[config.mk]
export PLATFORM = sky130hd
export DESIGN_NAME = accel_step_counter_top
export DESIGN_NICKNAME = d
export VERILOG_FILES = /design/src/hdl/asc_pkg.sv /design/src/hdl/asc_core.sv /design/src/hdl/accel_step_counter_top.sv
export VERILOG_INCLUDE_DIRS = /design/src /design/src/hdl
export SDC_FILE = /design/constraint.sdc
export NUM_CORES = 1
export LEC_CHECK = 0
export BUFFER_PORTS_ARGS = -buffer_cell sky130_fd_sc_hd__buf_2
export CAP_MARGIN = 20
export CORE_MARGIN = 4
export CORE_UTILIZATION = 60
export CTS_CLUSTER_DIAMETER = 80
export DETAILED_ROUTE_END_ITERATION = 12
export GPL_TIMING_DRIVEN = 0
export PLACE_DENSITY = 0.82
export SLEW_MARGIN = 15
export SYNTH_ARGS = -nofsm -noshare
export SYNTH_HDL_FRONTEND = slang
export SYNTH_HIERARCHICAL = 1
export SYNTH_SLANG_ARGS = --single-unit
[constraint.sdc]
create_clock -name clk -period 12.7 [get_ports clk]
set_input_delay 0 -clock clk [delete_from_list [all_inputs] [get_ports clk]]
set_output_delay 0 -clock clk [all_outputs]
set_load 0.05 [all_outputs]
[src/hdl/accel_step_counter_top_defines.svh]
// ----------------------------------------------------------------------------
// Assertion macros for the step counter
// Wrappers that clock on clk and switch off while rst_n is low.
// ----------------------------------------------------------------------------
`ifndef ACCEL_STEP_COUNTER_TOP_DEFINES_SVH
`define ACCEL_STEP_COUNTER_TOP_DEFINES_SVH

// Same-cycle implication
`define ASC_ASSERT_NOW(label, ante, cons, msg) \
    label: assert property (@(posedge clk) disable iff (!rst_n) (ante) |-> (cons)) \
        else $error(msg);

// Next-cycle implication
`define ASC_ASSERT_NEXT(label, ante, cons, msg) \
    label: assert property (@(posedge clk) disable iff (!rst_n) (ante) |=> (cons)) \
        else $error(msg);

`endif

[src/hdl/asc_pkg.sv]
// ----------------------------------------------------------------------------
// asc_pkg
// Shared types and constants of the step counter.
// ----------------------------------------------------------------------------
package asc_pkg;

    localparam int ACCEL_W       = 13;
    localparam int MAG_W         = 14;
    localparam int THRESH_W      = 14;
    localparam int GAP_W         = 8;
    localparam int TODAY_W       = 24;
    localparam int DAY_W         = 16;
    localparam int REPORTED_DAYS = 7;
    localparam int IN_TDATA_W    = 40;
    localparam int OUT_TDATA_W   = 144;
    localparam int CFG_DATA_W    = 14;

    localparam logic [THRESH_W-1:0] THRESH_RESET = 14'd340;
    localparam logic [GAP_W-1:0]    GAP_RESET    = 8'd12;
    localparam logic [GAP_W-1:0]    GAP_MAX      = 8'd255;
    localparam logic [TODAY_W-1:0]  TODAY_MAX    = 24'hFF_FFFF;
    localparam logic [DAY_W-1:0]    DAY_CAP      = 16'hFFFF;

    typedef enum logic {
        MODE_SAMPLE   = 1'b0,
        MODE_ROLLOVER = 1'b1
    } mode_t;

    typedef enum logic {
        REG_DELTA_THRESHOLD = 1'b0,
        REG_MIN_STEP_GAP    = 1'b1
    } cfg_reg_t;

    typedef struct packed {
        mode_t                     mode;
        logic signed [ACCEL_W-1:0] accel_x;
        logic signed [ACCEL_W-1:0] accel_y;
        logic signed [ACCEL_W-1:0] accel_z;
        logic                      vibrating;
    } item_t;

    typedef struct packed {
        logic [THRESH_W-1:0] delta_threshold;
        logic [GAP_W-1:0]    min_step_gap;
    } cfg_t;

    typedef struct packed {
        logic                                step_detected;
        logic [TODAY_W-1:0]                  steps_today;
        logic [REPORTED_DAYS-1:0][DAY_W-1:0] past_day;   // [0] = most recent day
    } result_t;

    // Magnitude of a 13-bit two's complement value; -4096 gives 4096.
    function automatic logic [ACCEL_W-1:0] abs_accel(input logic [ACCEL_W-1:0] v);
        logic [ACCEL_W-1:0] neg;
        neg = ~v + {{(ACCEL_W-1){1'b0}}, 1'b1};
        return v[ACCEL_W-1] ? neg : v;
    endfunction

endpackage

[src/hdl/asc_core.sv]
// ----------------------------------------------------------------------------
// asc_core
// Step detector state, per-item update and result forming.
// ----------------------------------------------------------------------------
module asc_core
    import asc_pkg::*;
#(
    parameter int HISTORY_DAYS = 7
)
(
    input  logic    clk,
    input  logic    rst_n,
    input  logic    advance,     // item in `item` is consumed this cycle
    input  item_t   item,
    input  cfg_t    cfg,
    output result_t result
);

    logic [MAG_W-1:0]   last_mag_reg, last_mag_next;
    logic [GAP_W-1:0]   gap_reg, gap_next;
    logic [TODAY_W-1:0] today_reg, today_next;
    logic [DAY_W-1:0]   hist_reg  [HISTORY_DAYS];
    logic [DAY_W-1:0]   hist_next [HISTORY_DAYS];

    logic [MAG_W-1:0]   mag;
    logic [MAG_W-1:0]   delta;
    logic [GAP_W-1:0]   gap_bump;
    logic               hit;
    logic               step;

    wire  [REPORTED_DAYS-1:0][DAY_W-1:0] past_days;

    assign mag = MAG_W'(abs_accel(item.accel_x)) + MAG_W'(abs_accel(item.accel_y))
               + MAG_W'(abs_accel(item.accel_z));
    assign delta    = (mag >= last_mag_reg) ? (mag - last_mag_reg) : (last_mag_reg - mag);
    assign gap_bump = (gap_reg == GAP_MAX) ? gap_reg : gap_reg + 8'd1;
    assign hit      = (delta > cfg.delta_threshold) && (gap_reg >= cfg.min_step_gap);

    always_comb
    begin
        last_mag_next = last_mag_reg;
        gap_next      = gap_reg;
        today_next    = today_reg;
        hist_next     = hist_reg;
        step          = 1'b0;
        case (item.mode)
            MODE_ROLLOVER:
            begin
                for (int i = HISTORY_DAYS - 1; i > 0; i--)
                begin
                    hist_next[i] = hist_reg[i-1];
                end
                hist_next[0] = (today_reg > TODAY_W'(DAY_CAP)) ? DAY_CAP
                                                              : today_reg[DAY_W-1:0];
                today_next   = '0;
            end
            default:
            begin
                if (item.vibrating)
                begin
                    gap_next = gap_bump;
                end
                else
                begin
                    if (hit)
                    begin
                        step     = 1'b1;
                        gap_next = '0;
                        if (today_reg != TODAY_MAX)
                        begin
                            today_next = today_reg + 24'd1;
                        end
                    end
                    else
                    begin
                        gap_next = gap_bump;
                    end
                    last_mag_next = mag;
                end
            end
        endcase
    end

    always_ff @(posedge clk or negedge rst_n)
    begin
        if (!rst_n)
        begin
            last_mag_reg <= '0;
            gap_reg      <= GAP_RESET;
            today_reg    <= '0;
            for (int i = 0; i < HISTORY_DAYS; i++)
            begin
                hist_reg[i] <= '0;
            end
        end
        else if (advance)
        begin
            last_mag_reg <= last_mag_next;
            gap_reg      <= gap_next;
            today_reg    <= today_next;
            hist_reg     <= hist_next;
        end
    end

    // Slots beyond the history depth report zero
    for (genvar k = 0; k < REPORTED_DAYS; k++)
    begin : g_day
        if (k < HISTORY_DAYS)
        begin : g_live
            assign past_days[k] = hist_next[k];
        end
        else
        begin : g_zero
            assign past_days[k] = '0;
        end
    end

    always_comb
    begin
        result.step_detected = step;
        result.steps_today   = today_next;
        result.past_day      = past_days;
    end

endmodule

[src/hdl/accel_step_counter_top.sv]
// ----------------------------------------------------------------------------
// accel_step_counter_top
// Step counter on an accelerometer stream with a day history.
// ----------------------------------------------------------------------------
// Usage:
//   Slave stream (s_*) takes one item per handshake: either an accelerometer
//   sample (s_tuser = 0) or a day rollover (s_tuser = 1). Master stream (m_*)
//   returns exactly one result item per input item, in order: step flag,
//   today's count and the seven most recent finished days.
//   Configuration (threshold, minimum gap) is written through cfg_we /
//   cfg_addr / cfg_data while the block is idle; writes take effect at once.
//   Path: an accepted item moves from the input register to the result register and out on m_*.
//   Throughput: one item per cycle while m_tready stays high. The input register feeds the
//   update logic and state registers; the result register holds the output.
//   Every item depends on the state left by the one before, and that update
//   completes in the same cycle an item leaves the input register.
//   Stall: with m_tready low the result register holds and the input
//   register still takes one more item; s_tready drops only when both full.
//   Reset: rst_n low clears both stages, restores the register defaults
//   (threshold 340, gap 12), sets the gap counter to 12, today's count and
//   the history to zero. No clearing pass; items flow right after reset.
// ----------------------------------------------------------------------------
`include "accel_step_counter_top_defines.svh"

module accel_step_counter_top
    import asc_pkg::*;
#(
    parameter int HISTORY_DAYS = 7     // 1 .. 31
)
(
    input  logic                   clk,
    input  logic                   rst_n,

    // Input items
    input  logic                   s_tvalid,
    output logic                   s_tready,
    input  logic [IN_TDATA_W-1:0]  s_tdata,   // accel_x, accel_y, accel_z, vibrating
    input  logic                   s_tuser,   // mode

    // Result items
    output logic                   m_tvalid,
    input  logic                   m_tready,
    output logic [OUT_TDATA_W-1:0] m_tdata,   // step_detected, steps_today,
                                              // past_day_1 .. past_day_7, zero pad

    // Configuration writes
    input  logic                   cfg_we,
    input  logic                   cfg_addr,  // 0 delta_threshold, 1 min_step_gap
    input  logic [CFG_DATA_W-1:0]  cfg_data
);

    localparam int RESULT_W = $bits(result_t);

    cfg_t    cfg_reg;
    logic    in_valid_reg;
    item_t   in_item_reg;
    logic    out_valid_reg;
    result_t out_result_reg;

    item_t   s_item;
    result_t core_result;
    logic    advance;
    logic    s_accept;

    // Unpack the slave side
    assign s_item.mode      = mode_t'(s_tuser);
    assign s_item.accel_x   = s_tdata[12:0];
    assign s_item.accel_y   = s_tdata[25:13];
    assign s_item.accel_z   = s_tdata[38:26];
    assign s_item.vibrating = s_tdata[39];

    // The input stage moves on whenever the result register is free or draining
    assign advance  = in_valid_reg && (!out_valid_reg || m_tready);
    assign s_tready = !in_valid_reg || advance;
    assign s_accept = s_tvalid && s_tready;

    // Config registers
    always_ff @(posedge clk or negedge rst_n)
    begin
        if (!rst_n)
        begin
            cfg_reg.delta_threshold <= THRESH_RESET;
            cfg_reg.min_step_gap    <= GAP_RESET;
        end
        else if (cfg_we)
        begin
            unique case (cfg_reg_t'(cfg_addr))
                REG_DELTA_THRESHOLD: cfg_reg.delta_threshold <= cfg_data[THRESH_W-1:0];
                REG_MIN_STEP_GAP:    cfg_reg.min_step_gap    <= cfg_data[GAP_W-1:0];
            endcase
        end
    end

    // Stage valids
    always_ff @(posedge clk or negedge rst_n)
    begin
        if (!rst_n)
        begin
            in_valid_reg  <= 1'b0;
            out_valid_reg <= 1'b0;
        end
        else
        begin
            if (s_tready)
            begin
                in_valid_reg <= s_tvalid;
            end
            if (advance)
            begin
                out_valid_reg <= 1'b1;
            end
            else if (m_tready)
            begin
                out_valid_reg <= 1'b0;
            end
        end
    end

    // Stage payloads
    always_ff @(posedge clk)
    begin
        if (s_accept)
        begin
            in_item_reg <= s_item;
        end
        if (advance)
        begin
            out_result_reg <= core_result;
        end
    end

    asc_core #(
        .HISTORY_DAYS (HISTORY_DAYS)
    ) u_core (
        .clk     (clk),
        .rst_n   (rst_n),
        .advance (advance),
        .item    (in_item_reg),
        .cfg     (cfg_reg),
        .result  (core_result)
    );

    // Pack the master side: step flag in bit 0, then the count, then days 1..7
    assign m_tvalid = out_valid_reg;
    assign m_tdata  = {(OUT_TDATA_W - RESULT_W)'(0),
                       out_result_reg.past_day[6], out_result_reg.past_day[5],
                       out_result_reg.past_day[4], out_result_reg.past_day[3],
                       out_result_reg.past_day[2], out_result_reg.past_day[1],
                       out_result_reg.past_day[0],
                       out_result_reg.steps_today, out_result_reg.step_detected};

    // ------------------------------------------------------------------------
    // Assertions
    // ------------------------------------------------------------------------
    `ASC_ASSERT_NEXT(a_accept_lands, s_accept, in_valid_reg,
        "accepted item did not reach the input register")

    `ASC_ASSERT_NEXT(a_in_hold, in_valid_reg && !advance,
        in_valid_reg && $stable(in_item_reg),
        "blocked input stage lost or changed its item")

    `ASC_ASSERT_NEXT(a_rollover_clears,
        advance && (in_item_reg.mode == MODE_ROLLOVER),
        out_valid_reg && !out_result_reg.step_detected
            && (out_result_reg.steps_today == '0),
        "rollover result did not show a cleared day count")

endmodule
==> results_dict.tcl, run 1 <==
set metrics [dict create \
    synth.ff_latch_count 360 \
    n_fill_cell 1997 \
    floorplan.rows 63 \
    internal-power_mw 2.86 \
    critPathRequiredTime_ns 12.97 \
    min_path_type "in2reg" \
    grtUsageTotal_pct 27.1 \
    post_synth_num_cell_types 80 \
    antennaDiodeCount 0 \
    r2r_end "m_tdata[3]" \
    gpl.final_weighted_congestion 0.896 \
    timing.critical_path.arrival_ns 8.99 \
    post_drt_wl_per_cell_um 19.4 \
    drt_pass1_iterations 5 \
    area_fraction_in_and_or_nand_and_nor_cells_after_synthesis_pct 13.8 \
    timing.setup.critical_path_class "reg2reg" \
    timing.rr.start "in_item_reg[1]" \
    syn_inst 1602 \
    synth_top_family_by_area "simple AND/OR/NAND/NOR gates" \
    area.growth.synth_to_final_pct 19.0 \
    cp_max_fo 10 \
    synth_top_area_cell "sky130_fd_sc_hd__edfxtp_1" \
    core-area_um2 29700 \
    share_clk_of_total_power_pct 23.2 \
    synth_compound_area_share_pct 7.31 \
    syn_area_um2 18100 \
    p_switching_mw 1.82 \
    tritoncts.num_buffers 37 \
    timing.critical_path.max_delay_family "compound AO/OA/AOI/OAI gates" \
    post_cts.resized_instances 0 \
    ff2ff_path_depth 34 \
    post-synth-top-area-fraction_pct 29.6 \
    drt-vias-per-instance 5.78 \
    synth_area_leaders "sky130_fd_sc_hd__edfxtp_1 (30%), sky130_fd_sc_hd__dfrtp_1 (24%), sky130_fd_sc_hd__mux2_2 (8.0%)" \
    grt_max_degree 96 \
    drtIter0Drc 1287 \
    htree_num_levels 2 \
    synth_top_flop_cell "sky130_fd_sc_hd__edfxtp_1" \
    share_seq_of_total_power_pct 33.0 \
    timing.critical_path.slowest_stage_cell "sky130_fd_sc_hd__or4b_2" \
    postCtsHoldBufs 60 \
    antenna_found_initial 1 \
    cellLeakagePower_nw 8.25 \
    regToRegSetupSlack_ns 3.98 \
    drc_errors 0 \
    postSynthAreaPerCell_um2 11.3 \
    synth_enable_flop_cells 178 \
    slew_viol_final 0 \
    pwr-share-comb_pct 43.7 \
    setup_total_negative_slack_ns 0 \
    design.die.area_um2 33000 \
    globalRoute.totalOverflow 0 \
    clock_latency_of_the_later_clocked_register_in_the_worst_skew_pair_ns 0.53 \
    finalHoldViolations 0 \
    synth.yosys.warnings 6 \
    timing.slew.headroom_pct 49.3 \
    final.setup_skew_ns 0.0183 \
    grt_pass1_vias 13459 \
    power_mw 4.68 \
    power_density_nw_per_um2 217 \
    min_path_cells 4 \
    postRouteAntennaNets 0 \
    finalWorstPathRequiredPeriod_ns 8.72 \
    io_pins 207 \
    die_h_um 182 \
    rsz_0062_raised_after_global_routing "false" \
    critical_path.n_buffers_inverters 5 \
    cp-start-kind "flop" \
    setup.worst_path.end_class "flop" \
    drv_cap 0 \
    final-setup-viol-count 0 \
    grt_pass1_wl_um 72400 \
    ratio_of_final_minimum_period_to_clock_period_pct 68.7 \
    cts_root_buf "sky130_fd_sc_hd__clkbuf_16" \
    asyncSetResetFlopFracSynth_pct 50.6 \
    number_of_flip_flops_under_the_largest_register_name 137 \
    tritoncts_clock_tree "done" \
    cts_setup_buffers 0 \
    peakVddDrop_mv 0.139 \
    hold_slack_ns 0.0535 \
    clk_pin_slew_worst_paths_ns 0.06 \
    post_route_cells_drive_above_1_share_pct 22.6 \
    cts_sinks 360 \
    dp.final_hpwl_um 30800 \
    via_count 13470 \
    synthMuxAreaShare_pct 10.2 \
    die_width_um 182 \
    measured_slew_at_the_worst_slew_check_pin_ns 0.761 \
    xor_xnor_share_of_the_synthesized_area_pct 3.34 \
    holdCritStartpoint "cfg_we" \
    max_stage_delay_ns 0.68 \
    clockBufferDepth 3 \
    starting_density_of_the_core_pct 60.8 \
    power.switching_fraction_pct 38.9 \
    worst_hold_path.endpoint "cfg_reg[12]" \
    layout.nets 2054 \
    run_status "finished, final reports clean" \
    synth.yosys.seq_area_share_pct 54.8 \
    wl_um 45300 \
    synth_fa_ha_area_share_pct 6.41 \
    place.port_buffers 199 \
    maxClockFrequency_mhz 115 \
    crit_top_cell "sky130_fd_sc_hd__xor2_1" \
]
==> power by group through the flow <==
stage	Sequential (mW)	Clock, mW	Combinational, mW
after floorplan	1.64	0	1.43
after CTS	1.54	1.09	2.03
after global placement	1.55	0	1.92
after detailed placement	1.56	0	1.99
after global routing	1.56	1.15	2.27
final	1.54	1.09	2.05
==> synth_stat cells, drive strengths merged (15+ instances only) <==
| master | number |
|---|---|
| mux2i | 24 |
| inv | 95 |
| nand3 | 33 |
| buf | 27 |
| a21oi | 30 |
| xor2 | 52 |
| nand4 | 15 |
| xnor2 | 17 |
| fa | 16 |
| ha | 67 |
| nand2 | 52 |
| o21ai | 36 |
| dfrtp | 174 |
| clkbuf | 56 |
| edfxtp | 178 |
| nor3 | 16 |
| nor2 | 365 |
| mux2 | 139 |
| o22a | 16 |
==> how the worst max path moves through the flow <==
stage	from	end	slack, ns	cells after the start
floorplan	in_item_reg[31]	m_tdata[14]	5.34	34
global placement	in_item_reg[31]	m_tdata[3]	4.35	33
detailed placement	in_item_reg[31]	m_tdata[3]	4.17	33
CTS	in_item_reg[31]	m_tdata[3]	4.14	33
global route	in_item_reg[1]	m_tdata[5]	3.48	34
finish	in_item_reg[1]	m_tdata[3]	3.98	34
==> kinds of logic (layout without fill, tap and decap cells) <==
| family | after synthesis | count (layout) |
|---|---|---|
| other cells | 1 | 7 |
| xor+xnor | 69 | 69 |
| mux | 163 | 163 |
| simple gates | 563 | 563 |
| compound gates | 185 | 185 |
| fa+ha+maj | 83 | 83 |
| flops | 360 | 360 |
| buf+inv | 178 | 509 |
==> stage by stage <==
step / cells / instance area, um^2 / utilization [%] / setup slack (ns)
after CTS: 2329 / 21500 / 72.4 / 4.14
final: 2329 / 21500 / 72.4 / 3.98
after global routing: 2329 / 21500 / 72.4 / 3.48
after detailed placement: 2201 / 19700 / 66.3 / 4.17
after global placement: 2197 / 19600 / 65.9 / 4.35
after floorplan: 1608 / 18100 / - / 5.34
==> cells in the final DEF, fill, tap and decap left out, types with 7 or more instances in the layout <==
cell and instances:
sky130_fd_sc_hd__mux2_4 10, sky130_fd_sc_hd__and3_1 9, sky130_fd_sc_hd__ha_1 67, sky130_fd_sc_hd__nand3_1 32, sky130_fd_sc_hd__buf_4 8, sky130_fd_sc_hd__o211ai_1 7, sky130_fd_sc_hd__o2bb2ai_1 12, sky130_fd_sc_hd__edfxtp_1 178
sky130_fd_sc_hd__nor2b_1 13, sky130_fd_sc_hd__buf_2 203, sky130_fd_sc_hd__o22a_1 16, sky130_fd_sc_hd__buf_1 10, sky130_fd_sc_hd__xor2_1 52, sky130_fd_sc_hd__fa_1 16, sky130_fd_sc_hd__a21o_1 14, sky130_fd_sc_hd__nand4_1 14
sky130_fd_sc_hd__or3_1 11, sky130_fd_sc_hd__conb_1 7, sky130_fd_sc_hd__clkbuf_16 38, sky130_fd_sc_hd__o21ai_0 30, sky130_fd_sc_hd__mux2i_1 24, sky130_fd_sc_hd__dfstp_2 8, sky130_fd_sc_hd__mux2_2 129, sky130_fd_sc_hd__a31oi_1 9
sky130_fd_sc_hd__o31ai_1 12, sky130_fd_sc_hd__nand2b_1 13, sky130_fd_sc_hd__a21oi_1 30, sky130_fd_sc_hd__dlygate4sd3_1 60, sky130_fd_sc_hd__dfrtp_1 174, sky130_fd_sc_hd__nor3_1 15, sky130_fd_sc_hd__nor2_1 365, sky130_fd_sc_hd__inv_1 95
sky130_fd_sc_hd__o41ai_1 7, sky130_fd_sc_hd__clkbuf_1 68, sky130_fd_sc_hd__nand2_1 50, sky130_fd_sc_hd__xnor2_1 17
==> worst reg2reg max path: cells and delay by family (launching register included) <==
kind,cells,cell delay [ns]
DFF,1,0.45
buffers and inverters,5,0.75
AOI/OAI and AO/OA,11,2.63
and+or+nand+nor,10,2.16
xor gates and xnor gates,4,0.90
adders and majority gates,4,1.58
==> layer usage <==
metal | vias up | routed length, um | global-route usage, %
met5 | - | 0 | 0
met4 | 0 | 1230 | 7.15
met3 | 90 | 3360 | 5.05
li1 | 6167 | - | -
met2 | 575 | 21300 | 43.5
met1 | 6638 | 19400 | 38.7
==> final cells by class <==
class	count	area [um^2]	share of cell area (%)
Buffer	83	378	1.76
Clock buffer	56	1080	5.01
Clock inverter	12	134	0.622
Inverter	95	357	1.66
Multi-Input combinational cell	1070	7460	34.7
Sequential cell	360	9910	46.1
Tap cell	390	488	2.27
Timing Repair Buffer	263	1710	7.94
(Power assumes the default switching activity.)
==> run 2, diff against run 1 <==
Settings changed: CORE_UTILIZATION 60 to 53, PLACE_DENSITY 0.82 to 0.76.
Clock period 12.7 ns to 7.65 ns, I/O delays scaled along.
==> run 2 against run 1 <==
Compared with the run above:
- the flow now finishes with violations (hold timing)
- cell count grew 4.9%
- via count fell by 1.1%
- critical path depth shrank 1
- cell area rose by 5.0%
- worst hold slack lost 0.074 ns
- routed wire length down 0.60%
==> results_dict.tcl, run 2 (synthesized netlist as in run 1, its figures left out) <==
set metrics [dict create \
    starting_density_of_the_core_pct 53.8 \
    sequential_cell_area_um2 9910 \
    internal-power_mw 5.29 \
    timing.setup.critical_path_class "reg2reg" \
    die_width_um 193 \
    drc_errors 0 \
    via_count 13319 \
    number_of_flip_flops_under_the_largest_register_name 137 \
    n_fill_cell 2473 \
    multi_input_comb_area_um2 8010 \
    cell_area_after_placement_um2 19800 \
    groute.layer.met2.usage_pct 37.6 \
    maxClockFrequency_mhz 133 \
    met1_usage_pct 32.3 \
    hold_slack_ns -0.0203 \
    core-area_um2 33600 \
    cp-start-kind "flop" \
    post_drt_wl_per_cell_um 18.4 \
    design.die.area_um2 37100 \
    drtIter0Drc 883 \
    final.setup_skew_ns 0.0202 \
    pwr-share-comb_pct 50.5 \
    dp.final_hpwl_um 31400 \
    final-setup-viol-count 0 \
    io_pins 207 \
    layout.cells.most_common_list "sky130_fd_sc_hd__nor2_1 (363), sky130_fd_sc_hd__buf_2 (202), sky130_fd_sc_hd__edfxtp_1 (178), sky130_fd_sc_hd__dfrtp_1 (174), sky130_fd_sc_hd__mux2_2 (129)" \
    timing.critical_path.slowest_stage_cell "sky130_fd_sc_hd__fa_1" \
    post_route_cells_drive_above_1_share_pct 29.3 \
    slew_viol_final 0 \
    antenna_found_initial 1 \
    htree_num_levels 2 \
    grtUsageTotal_pct 23.5 \
    clockBufferDepth 3 \
    drv_cap 0 \
    grt_pass1_wl_um 69000 \
    dp_worst_setup_slack_ns -0.905 \
    drt_pass1_iterations 5 \
    ratio_of_final_minimum_period_to_clock_period_pct 98.5 \
    finalWorstPathRequiredPeriod_ns 7.54 \
    critPathRequiredTime_ns 7.92 \
    drt-vias-per-instance 5.45 \
    layout.cells.most_common "sky130_fd_sc_hd__nor2_1" \
    tritoncts.num_buffers 38 \
    share_clk_of_total_power_pct 20.1 \
    setup_total_negative_slack_ns 0 \
    busiest_layer "met2" \
    share_seq_of_total_power_pct 29.4 \
    clk_pin_slew_worst_paths_ns 0.07 \
    tritoncts_clock_tree "done" \
    numPlacedInstances 2260 \
    floorplan.rows 67 \
    rsz_0062_raised_after_global_routing "true" \
    power_density_nw_per_um2 385 \
    met3_usage_pct 4.43 \
    finalHoldViolations 10 \
    timing.critical_path.max_delay_family "simple AND/OR/NAND/NOR gates" \
    failing_checks "hold timing" \
    power.switching_fraction_pct 39.2 \
    power_mw 8.70 \
    final_critical_path_setup_slack_ns 0.112 \
    clock_latency_of_the_later_clocked_register_in_the_worst_skew_pair_ns 0.53 \
    place.port_buffers 199 \
    design_area_um2 22600 \
    min_path_type "in2async" \
    p_switching_mw 3.41 \
    wl_um 45000 \
    layout.core_utilization_pct 67.2 \
    cts_root_buf "sky130_fd_sc_hd__clkbuf_16" \
    cp_max_fo 8 \
    grt_max_degree 69 \
    timing.critical_path.arrival_ns 7.81 \
    measured_slew_at_the_worst_slew_check_pin_ns 0.793 \
    area.growth.synth_to_final_pct 24.9 \
    gpl.final_weighted_congestion 0.910 \
    layout.nets 2109 \
    setup.worst_path.end_class "flop" \
    cellLeakagePower_nw 8.61 \
    postRouteAntennaNets 0 \
    grt_pass1_vias 13138 \
    critical_path.n_buffers_inverters 5 \
    final-instance-count-excl-fill 2444 \
    run_status "complete, but fails checks" \
    cts_sinks 360 \
    max_stage_delay_ns 0.56 \
    die_h_um 193 \
    peakVddDrop_mv 0.324 \
    timing.slew.headroom_pct 47.1 \
    globalRoute.totalOverflow 0 \
]
[run 2: cell types whose count changed in the layout (fill, tap and decap cells not counted), moves of 6 or more]
| cell | change |
|---|---|
| sky130_fd_sc_hd__ha_1 | -11 |
| sky130_fd_sc_hd__xor2_1 | -9 |
| sky130_fd_sc_hd__xor2_2 | +9 |
| sky130_fd_sc_hd__buf_4 | +51 |
| sky130_fd_sc_hd__o21ai_0 | -6 |
| sky130_fd_sc_hd__clkbuf_1 | -7 |
| sky130_fd_sc_hd__a21oi_1 | -10 |
| sky130_fd_sc_hd__ha_4 | +7 |
| sky130_fd_sc_hd__a21oi_2 | +9 |
[run 2: power by group through the flow]
stage / registers [mW] / logic, mW / clock network [mW]
after global routing: 2.58 / 4.79 / 1.86
after floorplan: 2.72 / 2.38 / 0
after global placement: 2.58 / 3.20 / 0
after CTS: 2.55 / 3.71 / 1.77
after detailed placement: 2.59 / 3.32 / 0
final: 2.56 / 4.39 / 1.74
[run 2: worst paths after layout]
check	start	to	slack (ns)	cells after the start
min in group clk	cfg_we	cfg_reg[14]	0.04	4
worst min register to register	u_core/last_mag_reg[13]	u_core/last_mag_reg[13]	0.51	1
max in group asynchronous	rst_n	cfg_reg[10]	6.92	3
worst min-delay path	rst_n	u_core/hist_reg[4]	-0.02	2
worst max register to register	in_item_reg[33]	m_tdata[16]	0.11	33
worst max-delay path	in_item_reg[33]	m_tdata[16]	0.11	33
[run 2: area by class of cell]
| cell class | instances | area share [%] |
|---|---|---|
| clock buffers | 54 | 4.75 |
| repair buffers | 318 | 9.57 |
| clock inverters | 16 | 0.499 |
| multi-input cells | 1071 | 35.5 |
| plain buffers | 81 | 1.78 |
| flip-flops and latches | 360 | 43.9 |
| inverters | 95 | 1.59 |
| diodes | 1 | 0.0111 |
| well taps | 448 | 2.48 |
[run 2: metal layers]
layer	vias to the layer above	wire [um]
met2	447	21000
met5	-	0
met4	0	1630
li1	6292	-
met3	89	3490
met1	6491	18900
[run 2: worst reg2reg max path, delay by kind of cell, from the launching register on]
family                     cells  cell delay, ns
buffers and inverters          5            0.65
AOI/OAI and AO/OA              8            1.45
xor gates and xnor gates       3            0.49
muxes                          2            0.72
DFF                            1            0.42
adders and majority gates      4            1.39
and+or+nand+nor               11            2.18
[run 2: timing repair]
item,CTS,global route
setup endpoints to repair,57,57
buffers inserted,19,32
hold endpoints to repair,245,0
hold buffers,60,0
pin swaps,12,56
gates cloned,0,4
gates resized for setup,47,76
